File: src/hw/rtl/afr_pkg.sv
package afr_pkg;

    localparam int RX_W      = 8;
    localparam int ADDR_W    = 7;
    localparam int SUM_W     = 7;
    localparam int WORD_W    = 16;
    localparam int TX_W      = 7;
    localparam int CNT_W     = 3;
    localparam int S_TDATA_W = 8;
    localparam int M_TDATA_W = 24;

    localparam int QDEPTH    = 2;
    localparam int QPTR_W    = $clog2(QDEPTH);
    localparam int QCNT_W    = $clog2(QDEPTH + 1);

    // frame layout: address, three data bytes, checksum
    localparam logic [CNT_W-1:0] CNT_ADDR   = 3'd0;
    localparam logic [CNT_W-1:0] CNT_DATA0  = 3'd1;
    localparam logic [CNT_W-1:0] CNT_DATA1  = 3'd2;
    localparam logic [CNT_W-1:0] CNT_DATA2  = 3'd3;
    localparam logic [CNT_W-1:0] FRAME_LEN  = 3'd5;

    localparam logic [SUM_W-1:0]  SUM_SEED      = 7'h7f;  // 0xFF modulo 128
    localparam logic [ADDR_W-1:0] ADDR_RESET    = 7'd42;
    localparam logic [TX_W-1:0]   RESP_DATA     = 7'd0;
    localparam logic [TX_W-1:0]   RESP_CHECKSUM = 7'd1;   // -(0xFF + 0) modulo 128

    // beat codes of the two-beat response
    localparam logic BEAT_DATA = 1'b0;
    localparam logic BEAT_SUM  = 1'b1;

    typedef struct packed {
        logic              valid;
        logic [WORD_W-1:0] word;
    } afr_frame_t;

    typedef struct packed {
        logic empty;
        logic full;
    } afr_qstat_t;

endpackage

File: src/hw/rtl/afr_front.sv
module afr_front (
    input  logic                         aclk,
    input  logic                         aresetn,
    input  logic                         cfg_wr_en,
    input  logic [afr_pkg::ADDR_W-1:0]   cfg_wr_data,
    input  logic                         rx_accept,
    input  logic [afr_pkg::RX_W-1:0]     rx_byte,
    output afr_pkg::afr_frame_t          frame_out
);
    import afr_pkg::*;

    logic [ADDR_W-1:0] dev_addr_reg;
    logic              in_frame_reg, in_frame_next;
    logic [CNT_W-1:0]  byte_count_reg, byte_count_next;
    logic [SUM_W-1:0]  running_sum_reg, running_sum_next;
    logic [WORD_W-1:0] data_word_reg, data_word_next;

    logic              is_addr, own_addr, open;
    logic [CNT_W-1:0]  cnt_base, cnt_inc;
    logic [SUM_W-1:0]  sum_new;
    logic [WORD_W-1:0] word_new;

    always_comb begin
        is_addr  = rx_byte[RX_W-1];
        own_addr = (rx_byte == {1'b1, dev_addr_reg});
        open     = is_addr ? own_addr : in_frame_reg;
        cnt_base = (is_addr && own_addr) ? CNT_ADDR : byte_count_reg;
        cnt_inc  = cnt_base + 3'd1;

        sum_new  = running_sum_reg + rx_byte[SUM_W-1:0];
        word_new = data_word_reg;
        unique case (cnt_base)
            CNT_ADDR: begin
                sum_new  = SUM_SEED + rx_byte[SUM_W-1:0];
                word_new = '0;
            end
            CNT_DATA0: word_new = {{(WORD_W-RX_W){1'b0}}, rx_byte};
            CNT_DATA1: word_new = data_word_reg | (WORD_W'(rx_byte) << 7);
            CNT_DATA2: word_new = data_word_reg | (WORD_W'(rx_byte) << 14);
            default:   word_new = data_word_reg;
        endcase

        in_frame_next    = in_frame_reg;
        byte_count_next  = byte_count_reg;
        running_sum_next = running_sum_reg;
        data_word_next   = data_word_reg;
        frame_out.valid  = 1'b0;
        frame_out.word   = word_new;

        if (rx_accept) begin
            in_frame_next = open;
            if (open) begin
                running_sum_next = sum_new;
                data_word_next   = word_new;
                if (cnt_inc == FRAME_LEN) begin
                    // close the frame; hand it on only with a good checksum
                    in_frame_next   = 1'b0;
                    byte_count_next = CNT_ADDR;
                    frame_out.valid = (sum_new == '0);
                end else begin
                    byte_count_next = cnt_inc;
                end
            end
        end
    end

    always_ff @(posedge aclk) begin
        if (!aresetn) begin
            dev_addr_reg    <= ADDR_RESET;
            in_frame_reg    <= 1'b0;
            byte_count_reg  <= '0;
            running_sum_reg <= '0;
            data_word_reg   <= '0;
        end else begin
            if (cfg_wr_en) begin
                dev_addr_reg <= cfg_wr_data;
            end
            in_frame_reg    <= in_frame_next;
            byte_count_reg  <= byte_count_next;
            running_sum_reg <= running_sum_next;
            data_word_reg   <= data_word_next;
        end
    end

endmodule

File: src/hw/rtl/afr_queue.sv
module afr_queue (
    input  logic                          aclk,
    input  logic                          aresetn,
    input  afr_pkg::afr_frame_t           push,
    input  logic                          pop,
    output logic [afr_pkg::WORD_W-1:0]    head_word,
    output afr_pkg::afr_qstat_t           stat
);
    import afr_pkg::*;

    logic [WORD_W-1:0] mem [QDEPTH];
    logic [QPTR_W-1:0] wr_ptr_reg, rd_ptr_reg;
    logic [QCNT_W-1:0] count_reg, count_next;
    logic              do_push, do_pop;

    assign stat.empty = (count_reg == '0);
    assign stat.full  = (count_reg == QCNT_W'(QDEPTH));
    assign do_push    = push.valid && !stat.full;
    assign do_pop     = pop && !stat.empty;
    assign head_word  = mem[rd_ptr_reg];

    always_comb begin
        count_next = count_reg;
        if (do_push && !do_pop) begin
            count_next = count_reg + 1'b1;
        end else if (do_pop && !do_push) begin
            count_next = count_reg - 1'b1;
        end
    end

    always_ff @(posedge aclk) begin
        if (do_push) begin
            mem[wr_ptr_reg] <= push.word;
        end
    end

    always_ff @(posedge aclk) begin
        if (!aresetn) begin
            wr_ptr_reg <= '0;
            rd_ptr_reg <= '0;
            count_reg  <= '0;
        end else begin
            if (do_push) begin
                wr_ptr_reg <= (wr_ptr_reg == QPTR_W'(QDEPTH - 1)) ? '0 : wr_ptr_reg + 1'b1;
            end
            if (do_pop) begin
                rd_ptr_reg <= (rd_ptr_reg == QPTR_W'(QDEPTH - 1)) ? '0 : rd_ptr_reg + 1'b1;
            end
            count_reg <= count_next;
        end
    end

endmodule

File: src/hw/rtl/afr_back.sv
module afr_back (
    input  logic                           aclk,
    input  logic                           aresetn,
    input  afr_pkg::afr_qstat_t            qstat,
    input  logic [afr_pkg::WORD_W-1:0]     head_word,
    output logic                           pop,
    output logic                           m_tvalid,
    input  logic                           m_tready,
    output logic [afr_pkg::M_TDATA_W-1:0]  m_tdata,
    output logic                           m_tlast
);
    import afr_pkg::*;

    logic beat_reg;
    logic fire;

    assign m_tvalid = !qstat.empty;
    assign m_tlast  = (beat_reg == BEAT_SUM);
    assign fire     = m_tvalid && m_tready;
    assign pop      = fire && m_tlast;

    always_comb begin
        m_tdata = '0;
        case (beat_reg)
            BEAT_DATA: m_tdata = {1'b0, RESP_DATA, head_word};
            default:   m_tdata = {1'b0, RESP_CHECKSUM, {WORD_W{1'b0}}};
        endcase
    end

    always_ff @(posedge aclk) begin
        if (!aresetn) begin
            beat_reg <= BEAT_DATA;
        end else if (fire) begin
            beat_reg <= (beat_reg == BEAT_DATA) ? BEAT_SUM : BEAT_DATA;
        end
    end

endmodule

File: src/hw/rtl/addressed_frame_receiver_top.sv
// Flow: a good frame enters the frame queue when its last byte is accepted; its data
//   beat is offered from the queue head, the second beat once the first is taken.
// Throughput: one byte per cycle on s_; the front stalls only while the two-entry
//   frame queue is full. Each good frame yields two beats on m_.
// Reset: aresetn, synchronous, active low; clears frame state, queue and beat phase,
//   and sets the device address to 42.
module addressed_frame_receiver_top (
    input  logic                               aclk,
    input  logic                               aresetn,
    // configuration: address this unit answers to
    input  logic                               cfg_wr_en,
    input  logic [afr_pkg::ADDR_W-1:0]         cfg_wr_data,
    // received byte stream
    input  logic                               s_tvalid,
    output logic                               s_tready,
    input  logic [afr_pkg::S_TDATA_W-1:0]      s_tdata,   // [7:0] rx_byte
    // result stream
    output logic                               m_tvalid,
    input  logic                               m_tready,
    output logic [afr_pkg::M_TDATA_W-1:0]      m_tdata,   // [15:0] out_word, [22:16] tx_byte, [23] zero
    output logic                               m_tlast    // tx_last
);
    import afr_pkg::*;

    afr_frame_t        frame;
    afr_qstat_t        qstat;
    logic [WORD_W-1:0] head_word;
    logic              pop;
    logic              rx_accept;

    // Accept a byte whenever the queue has room for a frame it might complete.
    assign s_tready  = !qstat.full;
    assign rx_accept = s_tvalid && s_tready;

    // Front: parse the byte stream, check the running sum, emit finished frames.
    afr_front u_front (
        .aclk        (aclk),
        .aresetn     (aresetn),
        .cfg_wr_en   (cfg_wr_en),
        .cfg_wr_data (cfg_wr_data),
        .rx_accept   (rx_accept),
        .rx_byte     (s_tdata[RX_W-1:0]),
        .frame_out   (frame)
    );

    // Queue: hold good frames so that a stalled sink does not stop the parser at once.
    afr_queue u_queue (
        .aclk      (aclk),
        .aresetn   (aresetn),
        .push      (frame),
        .pop       (pop),
        .head_word (head_word),
        .stat      (qstat)
    );

    // Back: turn each queued frame into the data beat and the checksum beat.
    afr_back u_back (
        .aclk      (aclk),
        .aresetn   (aresetn),
        .qstat     (qstat),
        .head_word (head_word),
        .pop       (pop),
        .m_tvalid  (m_tvalid),
        .m_tready  (m_tready),
        .m_tdata   (m_tdata),
        .m_tlast   (m_tlast)
    );

`ifndef ASSERT_OFF
    // A finished frame never meets a full queue.
    a_no_drop: assert property (@(posedge aclk) disable iff (!aresetn)
        frame.valid |-> !qstat.full)
        else $error("frame completed while queue full");

    // A taken data beat is followed by the checksum beat of the same frame.
    a_pair: assert property (@(posedge aclk) disable iff (!aresetn)
        (m_tvalid && m_tready && !m_tlast) |=> (m_tvalid && m_tlast))
        else $error("data beat not followed by checksum beat");

    // The last beat carries the response checksum and a zero word.
    a_last_beat: assert property (@(posedge aclk) disable iff (!aresetn)
        (m_tvalid && m_tlast) |-> (m_tdata == {1'b0, RESP_CHECKSUM, {WORD_W{1'b0}}}))
        else $error("bad checksum beat");
`endif

endmodule

File: config.mk
export PLATFORM = sky130hd
export DESIGN_NAME = addressed_frame_receiver_top
export DESIGN_NICKNAME = d
export VERILOG_FILES = /design/src/hw/rtl/afr_pkg.sv /design/src/hw/rtl/afr_front.sv /design/src/hw/rtl/afr_queue.sv /design/src/hw/rtl/afr_back.sv /design/src/hw/rtl/addressed_frame_receiver_top.sv
export SDC_FILE = /design/constraint.sdc
export NUM_CORES = 1
export LEC_CHECK = 0
export ABC_AREA = 1
export BUFFER_PORTS_ARGS = -buffer_cell sky130_fd_sc_hd__buf_2
export CAP_MARGIN = 20
export CORE_ASPECT_RATIO = 0.7
export CORE_UTILIZATION = 52
export DETAILED_ROUTE_END_ITERATION = 7
export PLACE_DENSITY = 0.76
export SYNTH_ARGS = -nofsm -noshare
export SYNTH_HDL_FRONTEND = slang
export SYNTH_SLANG_ARGS = --single-unit
export TNS_END_PERCENT = 50
File: constraint.sdc
create_clock -name aclk -period 4.2 [get_ports aclk]
set_input_delay 0.21 -clock aclk [delete_from_list [all_inputs] [get_ports aclk]]
set_output_delay 0.21 -clock aclk [all_outputs]
set_load 0.02 [all_outputs]
* Word level (Yosys, flattened, before mapping) *
Memory sizes are Yosys's and may differ from the RTL's. A register that Yosys moved wholly into a read port is not among the register bits.
Cells that the tools add are included.

operators by class
  add/subtract/negate cells = 7
  equal/unequal tests = 6
  muxes and demuxes = 20
  bitwise logic cells = 2
  reductions and logical operators = 17

operator list
  kind                                                              number
  16-bit one-hot mux with 4 select lines                            1
  17-bit two-way mux                                                1
  16-bit by 15-bit OR with 16-bit output                            1
  16-bit OR                                                         1
  1-bit two-way mux                                                 13
  8-bit == test                                                     1
  1-bit logical AND                                                 8
  7-bit adder                                                       1
  7-bit adder (first input constant)                                1
  7-bit zero test                                                   1
  7-bit two-way mux                                                 1
  3-bit by 2-bit == test with 1-bit output (second input constant)  2
  3-bit two-way mux                                                 2
  1-bit zero test                                                   4
  2-bit two-way mux                                                 2
  3-bit by 1-bit adder with 3-bit output (second input constant)    1
  3-bit by 1-bit == test with 1-bit output (second input constant)  1
  3-bit == test (second input constant)                             1
  3-bit zero test                                                   1
  1-bit adder (second input constant)                               2
  2-bit by 1-bit adder with 2-bit output (second input constant)    1
  2-bit == test (second input constant)                             1
  2-bit zero test                                                   1
  2-bit AND reduction                                               1
  other kinds (2)                                                   2

word-level totals
  register bits after elaboration = 39
  RAM bits = 32
  bits of input ports = 20
  output and inout bits = 27
  word-level logic and storage cells = 62
  memories kept = 1

memory list
  name         words  width  read ports  clocked after Yosys merged registers in  write ports  RTL line         source
  u_queue.mem  2      16     1           1                                        1            afr_queue.sv:11  logic [WORD_W-1:0] mem [QDEPTH];

* Depth between registers and ports, before layout *
  depth in word-level cells = 14
  depth in mapped cells = 25
  depth with buffers taken out = 25

* Hierarchy *
From an unflattened synthesis, not the netlist that was laid out.

second synthesis, totals
  cell total of the unflattened synthesis = 458
  area, all modules = 3861.2 µm²

by module, submodules not included
  module                        times used  cells each  area each (µm²)
  afr_front                     1           317         2135.8
  afr_queue                     1           88          1455.1
  afr_back                      1           50          256.5
  addressed_frame_receiver_top  1           3           13.8

* Worst setup path after synthesis *
Ideal clock, no wire load.

  path type = reg-to-reg
  from = register u_front.dev_addr_reg[4]
  to = memory u_queue.mem[0][0], enable pin
  setup time = 0.409 ns
  data arrival time = 3.719 ns
  data required time = 3.791 ns
  slack = 0.072 ns
  cell stages (with the launch flop) = 19
  path buffers = 0
  cells stage by stage = dfxtp_1 > inv_1 > nand2_1 > nand2_1 > nand2_1 > nor2_4 > nand2_4 > nand2_1 > ha_1 > nand2_4 > nand2_1 > ha_1 > fa_1 > or2_2 > nor2_1 > nand3_1 > nor2_1 > nand3_2 > nor3_1

on the way
  cells in the longest elaborated chain, start to end = 12
  elaborated cells on any way between the ends = 15
  those cells by class = add/sub: 1; eq/ne: 2; mux: 8; reduce/logical: 4

RTL lines
  element                                  RTL line         source
  start: declaration                       afr_front.sv:12  logic [ADDR_W-1:0] dev_addr_reg;
  start signal: assignment                 afr_front.sv:76  dev_addr_reg <= cfg_wr_data;
  8-bit == test                            afr_front.sv:25  own_addr = (rx_byte == {1'b1, dev_addr_reg});
  1-bit logical AND                        afr_front.sv:27  cnt_base = (is_addr && own_addr) ? CNT_ADDR : byte_count_reg;
  3-bit two-way mux                        afr_front.sv:27
  3-bit zero test                          afr_front.sv:32  unique case (cnt_base)
  7-bit two-way mux                        afr_front.sv:32
  via u_front.sum_new[1]                   afr_front.sv:20  logic [SUM_W-1:0] sum_new;
  7-bit zero test                          afr_front.sv:59  frame_out.valid = (sum_new == '0);
  1-bit two-way mux                        afr_front.sv:55  if (cnt_inc == FRAME_LEN) begin
  1-bit two-way mux                        afr_front.sv:52  if (open) begin
  1-bit two-way mux                        afr_front.sv:50  if (rx_accept) begin
  1-bit logical AND                        afr_queue.sv:18  assign do_push = push.valid && !stat.full;
  1-bit two-way mux                        afr_queue.sv:32  if (do_push) begin
  1-bit two-way mux (implied by the code)  afr_queue.sv:33  mem[wr_ptr_reg] <= push.word;
  end: declaration                         afr_queue.sv:11

The timed path passes the listed nets, and every way through them passes these cells.

* Final worst setup path *
  from = register u_front.dev_addr_reg[0]
  to = register u_queue.count_reg[1]

on the way
  cells in the longest elaborated chain, start to end = 13
  elaborated cells on any way between the ends = 18
  those cells by class = add/sub: 1; eq/ne: 2; mux: 7; reduce/logical: 8

RTL lines
  element                       RTL line         source
  8-bit == test (*)             afr_front.sv:25
  1-bit logical AND (*)         afr_front.sv:27
  3-bit two-way mux (*)         afr_front.sv:27
  3-bit zero test (*)           afr_front.sv:32
  7-bit two-way mux (*)         afr_front.sv:32
  via u_front.sum_new[1]        afr_front.sv:20
  7-bit zero test (*)           afr_front.sv:59
  1-bit two-way mux (*)         afr_front.sv:55
  1-bit two-way mux (*)         afr_front.sv:52
  1-bit two-way mux (*)         afr_front.sv:50
  1-bit logical AND (*)         afr_queue.sv:18
  via u_queue.do_push           afr_queue.sv:14  logic do_push, do_pop;
  1-bit zero test               afr_queue.sv:26  end else if (do_pop && !do_push) begin
  1-bit logical AND             afr_queue.sv:26
  2-bit nonzero test (no line)  -
  end signal: assignment        afr_queue.sv:49  count_reg <= count_next;
  end: declaration              afr_queue.sv:13  logic [QCNT_W-1:0] count_reg, count_next;

Mark *: on every way through the listed nets, which the timed path passes. The rest lies on a longest branch.
A chain may end at the register's enable or synchronous reset.

==> flow_summary.yaml <==
final_layout:
  n_fill_cell: 615
  drive_above_1_share: 0.1667
  n_antenna_cell: 0
  final_nets: 503
  largest_reg_flops: 32
  stdcell_area_um2: 4055
  syn2layout_area_growth_pct: 11.34
  final_cell_count_no_fill: 568
synth:
  synth.most_common_cell: "nand2_1"
  synth.distinct_cells: 37
  synth_area_leaders: "edfxtp_1, dfxtp_1, nand2_1"
  synth_top_flop_cell: "dfxtp_1"
  synth-warning-count: 0
  synth_cells: 432
  synth_top_area_frac: 0.2638
  netlist_top_cells_count: "nand2_1, inv_1, a21oi_1"
  seq_area_frac_synth: 0.4837
  ys_seq_elements: 72
  syn_avg_cell_area_um2: 8.431
  synth_top_cell_by_area: "edfxtp_1"
  synth_edf_count: 32
  synth-async-reset-ratio: 0
  synth_area_um2: 3642
floorplan:
  die_y_um: 72.02
  die_w_um: 102.0
  dieArea_um2: 7348
  start_util: 0.5391
  io_pins: 47
  row_count: 25
  coreArea_um2: 6756
global_route:
  grt_max_degree: 32
  grt-ovfl-total: 0
  antenna_found_initial: 0
  grt_pass1_wl_um: 13030
  first_global_vias: 2669
  grtUsageTotal: 0.2400
placement:
  placed_cell_area_um2: 3867
  gp_congestion: 0.9507
  port_buffers: 39
  dpl.hpwl_um: 5718
  placedCellCount: 552
routing:
  drc: 0
  routedWlPerCell_um: 14.01
  drtAntennaViolNets: 0
  vias: 2969
  drtPass1Iterations: 6
  routed_via_density: 5.227
  routed_wirelength_um: 7959
  drt_iter0_drc: 225
min_path:
  holdPathStages: 3
  hold_start: "cfg_wr_data[5]"
  holdCritPathClass: "primary input to register"
worst_setup_path:
  crit_end: "u_queue.count_reg[1]"
  startpoint: "u_front.dev_addr_reg[0]"
  endpoint_kind: "register"
  rr_startpoint: "u_front.dev_addr_reg[0]"
  worstRegToRegCells: 23
  worstPathRequired_ns: 4.44
  crit_path_max_fanout: 8
  critical_path_class: "register to register"
  r2r_end: "u_queue.count_reg[1]"
  startpoint_type: "register"
  cp.arrival_ns: 4.02
  r2r_setup_slack_ns: 0.41
clock_tree:
  cts_tree: "done"
  clkTransAtPathRegs_ns: 0.08
  cts_hold_buf: 0
  cts_setup_buffers: 0
  numCtsBuffers: 9
  ctsLongestPathBuffers: 2
  cts-root-buf: "clkbuf_8"
  cts_num_sinks: 72
  worstSkewPairLatency_ns: 0.35
  ctsResizeCount: 0
  ctsHtreeMaxLevel: 3
timing:
  finalSetupViolCount: 0
  finalCritPeriodShare: 0.9015
  hold-worst-slack_ns: 0.06168
  fin_tns_setup_ns: 0
  worstMarginPinSlew_ns: 0.7293
  hold_viol_final: 0
  fin_skew_ns: 0.01003
  report.final.slew_viol_count: 0
  period_needed_ns: 3.786
  fmax_ghz: 0.2641
  rsz0062_at_grt: "no"
  slew_headroom: 0.5132
job:
  drv_cap: 0
power:
  ir_worst_vdd_mv: 0.2590
  leakage_uw: 0.001886
  powerDensity_nw_per_um2: 333.6
status:
  status: "finished, final reports clean"
-- report_power, final --
part / switching (uW) / total (uW) / internal, uW
combinational: 62.2 / 92.7 / 30.4
sequential: 3.19 / 734 / 730
clock: 255 / 526 / 271
-- routing by layer --
layer	routed length (um)	vias up	track usage
li1	-	1470	-
met3	660	20	0.07418
met4	136	0	0.08095
met5	0	-	0
met2	3371	112	0.3535
met1	3790	1367	0.3367
-- kinds of logic (layout without fill, tap and decap cells) --
family                   after synthesis  after routing  share of synthesized area
flip-flops                            72             72                     0.4837
adder cells (fa/ha/maj)               14             14                    0.05016
XOR/XNOR                               7              7                    0.01683
AO/OA/AOI/OAI                        100            100                     0.1467
buffers and inverters                 93            129                     0.1106
AND/OR/NAND/NOR                      145            145                     0.1910
other                                  1              7                   0.001030
-- critical path, cell delays in order (launching register included) --
cell	delay [ns]
dfxtp_1	0.32
inv_1	0.09
nand2_1	0.06
nand2_1	0.05
nand2_1	0.06
nor2_2	0.14
nand2_4	0.11
nand2_1	0.15
ha_1	0.27
nand2_4	0.11
nand2_1	0.07
ha_1	0.20
fa_1	0.45
or2_2	0.29
nor2_1	0.09
nand3_1	0.07
nor2_1	0.18
nand3_2	0.14
nor2_4	0.13
ha_1	0.25
a21oi_1	0.12
o21ai_0	0.12
o21ai_0	0.15
a21oi_1	0.06
-- metrics by stage --
stage          power, uW  setup WS (ns)  utilization
2_1_floorplan      815.8        0.07211            -
3_3_place_gp       838.1         0.5399       0.5724
3_5_place_dp       840.0         0.4259       0.5724
4_1_cts             1364         0.4421       0.6002
5_1_grt             1403        0.02696       0.6002
6_report            1353         0.4138       0.6002
-- final cells by class --
class	count	area, um2	area share
Inverter	72	272.8	0.06726
Tap cell	94	117.6	0.02900
Clock buffer	10	127.6	0.03147
Clock inverter	6	60.06	0.01481
Timing Repair Buffer	41	210.2	0.05184
Multi-Input combinational cell	273	1505	0.3712
Sequential cell	72	1762	0.4344
-- worst min path at each step --
stage                                   end  slack [ns]
floorplan           u_front.dev_addr_reg[1]        0.32
global placement    u_front.dev_addr_reg[5]        0.42
detailed placement  u_front.dev_addr_reg[5]        0.43
CTS                 u_front.dev_addr_reg[5]        0.05
global route        u_front.dev_addr_reg[5]        0.06
finish              u_front.dev_addr_reg[5]        0.06
-- layout by cell type, fill, tap and decap left out, drive strengths merged --
cell,count
nand3,15
fa,1
o22ai,7
nor2,21
edfxtp,32
or2,2
ha,13
inv,71
buf,41
nand4,6
bufinv,1
xor2,3
clkbuf,10
conb,7
a21oi,50
clkinv,5
xnor2,4
nor3,1
dfxtp,40
clkinvlp,1
o211a,1
o21ai,36
nand3b,1
o21bai,5
nand2,99
a211oi,1
Power figures use the tool's default switching activity.
